`src/hw/rtl/skt_pkg.sv`:
```
package skt_pkg;

   localparam int CAPACITY    = 16;
   localparam int KEY_BITS    = 10;
   localparam int SLOT_BITS   = $clog2(CAPACITY);
   localparam int CNT_BITS    = $clog2(CAPACITY + 1);
   localparam int OP_BITS     = 2;
   localparam int STATUS_BITS = 2;

   typedef enum logic [OP_BITS-1:0] {
      OP_LOOKUP = 2'd0,
      OP_INSERT = 2'd1,
      OP_REMOVE = 2'd2
   } op_type;

   typedef enum logic [STATUS_BITS-1:0] {
      STATUS_OK   = 2'd0,
      STATUS_MISS = 2'd1,
      STATUS_FULL = 2'd2,
      STATUS_DUP  = 2'd3
   } status_type;

   typedef struct packed {
      logic [OP_BITS-1:0]   operation;
      logic [KEY_BITS-1:0]  key;
      logic [SLOT_BITS-1:0] slot;
   } req_type;

   typedef struct packed {
      logic                   found;
      logic [CNT_BITS-1:0]    position;
      logic [STATUS_BITS-1:0] status;
      logic [CNT_BITS-1:0]    count;
   } rsp_type;

   // controller -> datapath
   typedef struct packed {
      logic capture;   // latch request beat, register key compares
      logic commit;    // apply update, load result register
   } cmd_type;

endpackage

```
`src/hw/rtl/sorted_key_table_top.sv`:
```
// A request beat accepted at the capturing edge has its key compares registered, and the
// controller's commit step then loads its result beat; a stalled result register holds
//   the commit step until it drains, and no new request is taken before that commit.
// A new request is taken while the previous result still waits on rsp_stall.
// Reset (synchronous, active high) empties the table and drops both handshakes;
//   key storage itself is not cleared.
module sorted_key_table_top (
   input  logic             clock,
   input  logic             reset,
   // request channel
   input  logic             req_valid,
   output logic             req_stall,
   input  skt_pkg::req_type req_payload,
   // result channel
   output logic             rsp_valid,
   input  logic             rsp_stall,
   output skt_pkg::rsp_type rsp_payload
);

   // capture/commit strobes from the sequencer
   skt_pkg::cmd_type cmd;

   // Sequencer: idle -> commit. Capture happens on the accepting edge,
   // commit waits for room in the result register.
   skt_ctrl u_ctrl (
      .clock     (clock),
      .reset     (reset),
      .req_valid (req_valid),
      .req_stall (req_stall),
      .rsp_valid (rsp_valid),
      .rsp_stall (rsp_stall),
      .cmd       (cmd)
   );

   // Datapath: sorted key registers, per-entry compares, lower-bound
   // encode, insert/remove shift and the result register.
   skt_datapath u_datapath (
      .clock       (clock),
      .reset       (reset),
      .cmd         (cmd),
      .req_payload (req_payload),
      .rsp_payload (rsp_payload)
   );

endmodule

```
`src/hw/rtl/skt_ctrl.sv`:
```
module skt_ctrl (
   input  logic            clock,
   input  logic            reset,
   input  logic            req_valid,
   output logic            req_stall,
   output logic            rsp_valid,
   input  logic            rsp_stall,
   output skt_pkg::cmd_type cmd
);

   typedef enum logic {
      ST_IDLE,
      ST_COMMIT
   } state_type;

   state_type state_ff, state_in;
   logic      rsp_valid_ff, rsp_valid_in;
   logic      out_free;

   assign out_free = !rsp_valid_ff || !rsp_stall;

   always_comb begin
      cmd.capture  = 1'b0;
      cmd.commit   = 1'b0;
      state_in     = state_ff;
      unique case (state_ff)
         ST_IDLE: begin
            if (req_valid) begin
               cmd.capture = 1'b1;
               state_in    = ST_COMMIT;
            end
         end
         ST_COMMIT: begin
            // wait here while the previous result is still held off
            if (out_free) begin
               cmd.commit = 1'b1;
               state_in   = ST_IDLE;
            end
         end
         default: state_in = ST_IDLE;
      endcase

      if (cmd.commit) begin
         rsp_valid_in = 1'b1;
      end else if (!rsp_stall) begin
         rsp_valid_in = 1'b0;
      end else begin
         rsp_valid_in = rsp_valid_ff;
      end
   end

   always_ff @(posedge clock) begin
      if (reset) begin
         state_ff     <= ST_IDLE;
         rsp_valid_ff <= 1'b0;
      end else begin
         state_ff     <= state_in;
         rsp_valid_ff <= rsp_valid_in;
      end
   end

   assign req_stall = (state_ff != ST_IDLE);
   assign rsp_valid = rsp_valid_ff;

endmodule

```
`src/hw/rtl/skt_datapath.sv`:
```
module skt_datapath (
   input  logic             clock,
   input  logic             reset,
   input  skt_pkg::cmd_type cmd,
   input  skt_pkg::req_type req_payload,
   output skt_pkg::rsp_type rsp_payload
);

   logic [skt_pkg::KEY_BITS-1:0]  keys_ff [skt_pkg::CAPACITY];
   logic [skt_pkg::KEY_BITS-1:0]  keys_in [skt_pkg::CAPACITY];
   logic [skt_pkg::CNT_BITS-1:0]  count_ff, count_in;

   logic [skt_pkg::OP_BITS-1:0]   op_ff;
   logic [skt_pkg::KEY_BITS-1:0]  key_ff;
   logic [skt_pkg::SLOT_BITS-1:0] slot_ff;
   logic [skt_pkg::CAPACITY-1:0]  lt_ff, lt_in;
   logic [skt_pkg::CAPACITY-1:0]  eq_ff, eq_in;

   skt_pkg::rsp_type              rsp_ff, rsp_in;

   logic [skt_pkg::CNT_BITS-1:0]  lower;
   logic [skt_pkg::CNT_BITS-1:0]  slot_ext;
   logic                          hit;
   logic                          full;
   logic                          do_insert;
   logic                          do_remove;

   // per-entry compares against the incoming key, valid entries only
   always_comb begin
      for (int i = 0; i < skt_pkg::CAPACITY; i++) begin
         lt_in[i] = (skt_pkg::CNT_BITS'(i) < count_ff) && (keys_ff[i] < req_payload.key);
         eq_in[i] = (skt_pkg::CNT_BITS'(i) < count_ff) && (keys_ff[i] == req_payload.key);
      end
   end

   // lt is a thermometer (table is sorted): lower bound is its first zero
   always_comb begin
      lower = skt_pkg::CNT_BITS'(skt_pkg::CAPACITY);
      for (int i = skt_pkg::CAPACITY - 1; i >= 0; i--) begin
         if (!lt_ff[i]) begin
            lower = skt_pkg::CNT_BITS'(i);
         end
      end
   end

   assign hit      = |eq_ff;
   assign full     = (count_ff == skt_pkg::CNT_BITS'(skt_pkg::CAPACITY));
   assign slot_ext = skt_pkg::CNT_BITS'(slot_ff);

   always_comb begin
      do_insert       = 1'b0;
      do_remove       = 1'b0;
      rsp_in.found    = 1'b0;
      rsp_in.position = '0;
      rsp_in.status   = skt_pkg::STATUS_MISS;
      unique case (op_ff)
         skt_pkg::OP_LOOKUP: begin
            rsp_in.found    = hit;
            rsp_in.position = lower;
            rsp_in.status   = hit ? skt_pkg::STATUS_OK : skt_pkg::STATUS_MISS;
         end
         skt_pkg::OP_INSERT: begin
            rsp_in.found    = hit;
            rsp_in.position = lower;
            priority if (hit) begin
               rsp_in.status = skt_pkg::STATUS_DUP;
            end else if (full) begin
               rsp_in.status = skt_pkg::STATUS_FULL;
            end else begin
               rsp_in.status = skt_pkg::STATUS_OK;
               do_insert     = 1'b1;
            end
         end
         skt_pkg::OP_REMOVE: begin
            rsp_in.position = slot_ext;
            if (slot_ext < count_ff) begin
               rsp_in.found  = 1'b1;
               rsp_in.status = skt_pkg::STATUS_OK;
               do_remove     = 1'b1;
            end
         end
         default: ;
      endcase

      priority if (do_insert) begin
         count_in = count_ff + 1'b1;
      end else if (do_remove) begin
         count_in = count_ff - 1'b1;
      end else begin
         count_in = count_ff;
      end
      rsp_in.count = count_in;
   end

   // shift line: each entry keeps its value, takes a neighbor's, or takes the new key
   always_comb begin
      for (int i = 0; i < skt_pkg::CAPACITY; i++) begin
         keys_in[i] = keys_ff[i];
         if (do_insert) begin
            if (skt_pkg::CNT_BITS'(i) == lower) begin
               keys_in[i] = key_ff;
            end else if (i > 0 && skt_pkg::CNT_BITS'(i) > lower) begin
               keys_in[i] = keys_ff[(i > 0) ? i - 1 : 0];
            end
         end else if (do_remove) begin
            if (i < skt_pkg::CAPACITY - 1 && skt_pkg::CNT_BITS'(i) >= slot_ext) begin
               keys_in[i] = keys_ff[(i < skt_pkg::CAPACITY - 1) ? i + 1 : i];
            end
         end
      end
   end

   always_ff @(posedge clock) begin
      if (reset) begin
         count_ff <= '0;
      end else if (cmd.commit) begin
         count_ff <= count_in;
      end
   end

   always_ff @(posedge clock) begin
      if (cmd.capture) begin
         op_ff   <= req_payload.operation;
         key_ff  <= req_payload.key;
         slot_ff <= req_payload.slot;
         lt_ff   <= lt_in;
         eq_ff   <= eq_in;
      end
      if (cmd.commit) begin
         keys_ff <= keys_in;
         rsp_ff  <= rsp_in;
      end
   end

   assign rsp_payload = rsp_ff;

endmodule

```
`config.mk`:
```
export PLATFORM = sky130hd
export DESIGN_NAME = sorted_key_table_top
export DESIGN_NICKNAME = d
export VERILOG_FILES = /design/src/hw/rtl/skt_pkg.sv /design/src/hw/rtl/sorted_key_table_top.sv /design/src/hw/rtl/skt_ctrl.sv /design/src/hw/rtl/skt_datapath.sv
export SDC_FILE = /design/constraint.sdc
export NUM_CORES = 1
export LEC_CHECK = 0
export BUFFER_PORTS_ARGS = -buffer_cell sky130_fd_sc_hd__buf_2
export CAP_MARGIN = 25
export CORE_MARGIN = 2
export CORE_UTILIZATION = 64
export DETAILED_ROUTE_END_ITERATION = 8
export GPL_TIMING_DRIVEN = 0
export PLACE_DENSITY = 0.86
export SLEW_MARGIN = 40
export SYNTH_ARGS = -nofsm -noshare
export SYNTH_HDL_FRONTEND = slang
export SYNTH_SLANG_ARGS = --single-unit
```
`constraint.sdc`:
```
create_clock -name clock -period 4.8 [get_ports clock]
set_clock_uncertainty 0.1 [all_clocks]
set_input_delay 0.96 -clock clock [delete_from_list [all_inputs] [get_ports clock]]
set_output_delay 0.96 -clock clock [all_outputs]
set_load 0.01 [all_outputs]
```
==> impl_metrics.toml <==
[status]
outcome = "finished, final reports clean"

[global_routing]
grt.busiest_layer = "met2"
grt_pass1_vias = 12200
grt_max_degree = 23
use_met3_pct = 8.72
overflow = 0
grt_use_total_pct = 38.6
grt_antenna_before_repair = 0
grt_first_pass_wirelength_microns = 70600
use_met2_pct = 57.3
grtUsageMet1_pct = 53.6

[synth]
syn_inst = 1404
synth_top_cell_by_area = "edfxtp_1"
ys_warn_count = 0
ys_types = 71
synth.top_cell.area_share_pct = 44.5
syn_avg_cell_area_sq_um = 10.6
synth_area_leaders = "edfxtp_1, ha_1, mux2i_1"
syn_area_sq_mm = 0.0149
synth_edf_count = 221
ys_ff_latch = 228
ys_async_sr_fraction_pct = 0
syn_nets = 1590
ys_top_cells_by_count = "edfxtp_1, ha_1, a21oi_1, nor2_1, mux2i_1"
seq_area_frac_synth_pct = 45.5
yosysMostFrequentCell = "edfxtp_1"
synth-main-ff-cell = "edfxtp_1"

[timing]
rsz0062_at_grt = "false"
finalHoldViolations = 0
fin_crit_sh_pct = 86.5
setup_violations = 0
fin_crit_ns = 4.15
maxSlewViolCount = 0
slew_headroom_pct = 41.8
fmax_mhz = 241
tightest_slew_ns = 0.868

[cts]
clockBufferDepth = 3
htree_levels = 1
clkLatencyLatePin_ns = 0.55
cts.reportedPaths.clkPinSlew_ns = 0.06
cts.sinks = 228
post_cts_buffers = 0
cts_resized = 0
hold_buffers = 0
numCtsBuffers = 26
cts_tree = "built"
cts_root_buf = "clkbuf_16"

[pwr]
power_switching_share_pct = 24.2
p_leak_nw = 6.89
switchingPower_mw = 1.13
p_clk_share_pct = 43.0
peakVddDrop_mv = 0.289
pwr-share-seq_pct = 48.4
p_total_mw = 4.65
intPower_mw = 3.53
powerDensity_mw_per_mm2 = 282
pwr-share-comb_pct = 8.6

[floorplan]
initial_utilization_pct = 65.4
rows = 55
io_pins = 35
chipWidth_microns = 157
dieArea_sq_mm = 0.0245
die_h_microns = 157
core-area_sq_mm = 0.0228

[cells_and_area]
n_antenna_cell = 0
drive_gt1_share_pct = 11.2
nNetsFinal = 1658
area_growth_pct = 10.6
multi_input_area_sq_mm = 0.00762
seq_area_sq_mm = 0.00678
fillers = 1584
fin_area_sq_mm = 0.0165

[setup_path]
regToRegStartpoint = "u_datapath.count_ff[1]"
critPathKind = "register to register"
critPathMaxFanout = 10
rr_worst_depth = 10
end_kind = "register"
regToRegSetupSlack_ns = 0.65
cp.required_ns = 4.86
arrival_ns = 4.22
start_kind = "register"
timing.rr.end = "u_datapath.keys_ff[98]"

[place]
place_hpwl_microns = 33600
post_dp_cell_area_sq_mm = 0.0157
gp_congestion = 1.03
io_buffer_count = 33

[detailed_routing]
via_count = 12700
drc = 0
drt-initial-drc-count = 1831
viasPerCell = 7.01
wirelength_microns = 47100
drtAntennaViolNets = 0
detail_route.wl_per_cell_microns = 26.1
firstDrtPassIters = 6

[hold_path]
hold_path_class = "register to register"
worstHoldStart = "u_ctrl.rsp_valid"
whs_path_depth = 2
worstHoldEndpoint = "u_ctrl.rsp_valid"

[job]
maxCapViolations = 0
==> per-layer routing <==
layer	part of all wire, %	up-vias
met5	0	-
met4	5.4	0
met3	13	181
met2	43	1012
met1	39	6012
li1	-	5456
==> layout make-up <==
cell class / instances / share of cell area [%]
Tap cell: 313 / 2.37
Timing Repair Buffer: 40 / 1.40
Sequential cell: 228 / 41.1
Clock buffer: 32 / 4.21
Inverter: 60 / 1.37
Buffer: 77 / 2.50
Clock inverter: 16 / 0.880
Multi-Input combinational cell: 1039 / 46.2
==> power by group through the flow <==
stage	Combinational, mW	Clock (mW)	Sequential (mW)
after floorplan	0.232	0	2.28
after global placement	0.348	0	2.29
after detailed placement	0.378	0	2.29
after CTS	0.384	1.99	2.25
after global routing	0.428	2.06	2.25
final	0.398	2.00	2.25
==> worst max-delay path: stages (launching register included) <==
cell,delay (ns)
dfxtp_1,0.33
clkbuf_1,0.44
inv_1,0.28
ha_1,0.25
a21o_1,0.17
a31oi_1,0.21
o21ai_0,0.34
clkbuf_1,0.38
a311oi_1,0.39
o21ai_0,0.15
a31oi_2,0.72
==> how the worst max path moves through the flow <==
stage                      startpoint                     end  slack, ns  cells after the start
2_1_floorplan               req_valid     u_datapath.eq_ff[0]       1.15                      1
3_3_place_gp                req_valid     u_datapath.eq_ff[8]      -0.26                      2
3_5_place_dp   u_datapath.count_ff[1]  u_datapath.keys_ff[94]       0.91                     10
4_1_cts        u_datapath.count_ff[1]  u_datapath.keys_ff[98]       0.82                     10
5_1_grt        u_datapath.count_ff[1]  u_datapath.keys_ff[98]       0.51                     10
6_report       u_datapath.count_ff[1]  u_datapath.keys_ff[98]       0.65                     10
==> flip-flops by register name, indices dropped and copies added, names as in the netlist <==
signal / count
u_datapath.lt_ff: 16
u_datapath.slot_ff: 4
u_datapath.eq_ff: 16
u_ctrl.req_stall: 1
u_datapath.rsp_payload: 13
u_datapath.op_ff: 2
u_datapath.keys_ff: 160
u_datapath.key_ff: 10
u_ctrl.rsp_valid: 1
u_datapath.count_ff: 5
==> placed cells by master, fill, tap and decap left out, drive strengths merged, types with 16 or more instances in the layout <==
master / n
nand2: 102
mux2i: 112
nor3: 16
clkinv: 16
nor2: 131
a21o: 23
o21ai: 80
nor2b: 32
nand3: 38
a21oi: 145
clkbuf: 72
o221ai: 29
edfxtp: 221
ha: 166
nand4: 32
buf: 77
inv: 57
==> cells by family (layout without fill, tap and decap cells) <==
| kind of cell | Yosys count | in the layout | synth area share, % |
|---|---|---|---|
| DFF | 228 | 228 | 45.5 |
| adders and majority gates | 166 | 166 | 13.9 |
| buffers and inverters | 137 | 225 | 4.27 |
| AOI/OAI and AO/OA | 342 | 342 | 14.3 |
| muxes | 123 | 123 | 8.38 |
| and+or+nand+nor | 402 | 402 | 13.3 |
| xor gates and xnor gates | 6 | 6 | 0.352 |
==> per-stage QoR <==
step | hold slack, ns | instances | setup TNS, ns | utilization [%] | worst slack, ns
floorplan | 0.440 | 1404 | 0 | - | 1.15
global placement | 0.400 | 1750 | -12.52 | 67.9 | -0.263
detailed placement | 0.446 | 1757 | 0 | 68.7 | 0.905
CTS | 0.472 | 1805 | 0 | 72.4 | 0.824
global route | 0.491 | 1805 | 0 | 72.4 | 0.512
finish | 0.454 | 1805 | 0 | 72.4 | 0.646
No activity file was read; power rests on OpenSTA's default activity.
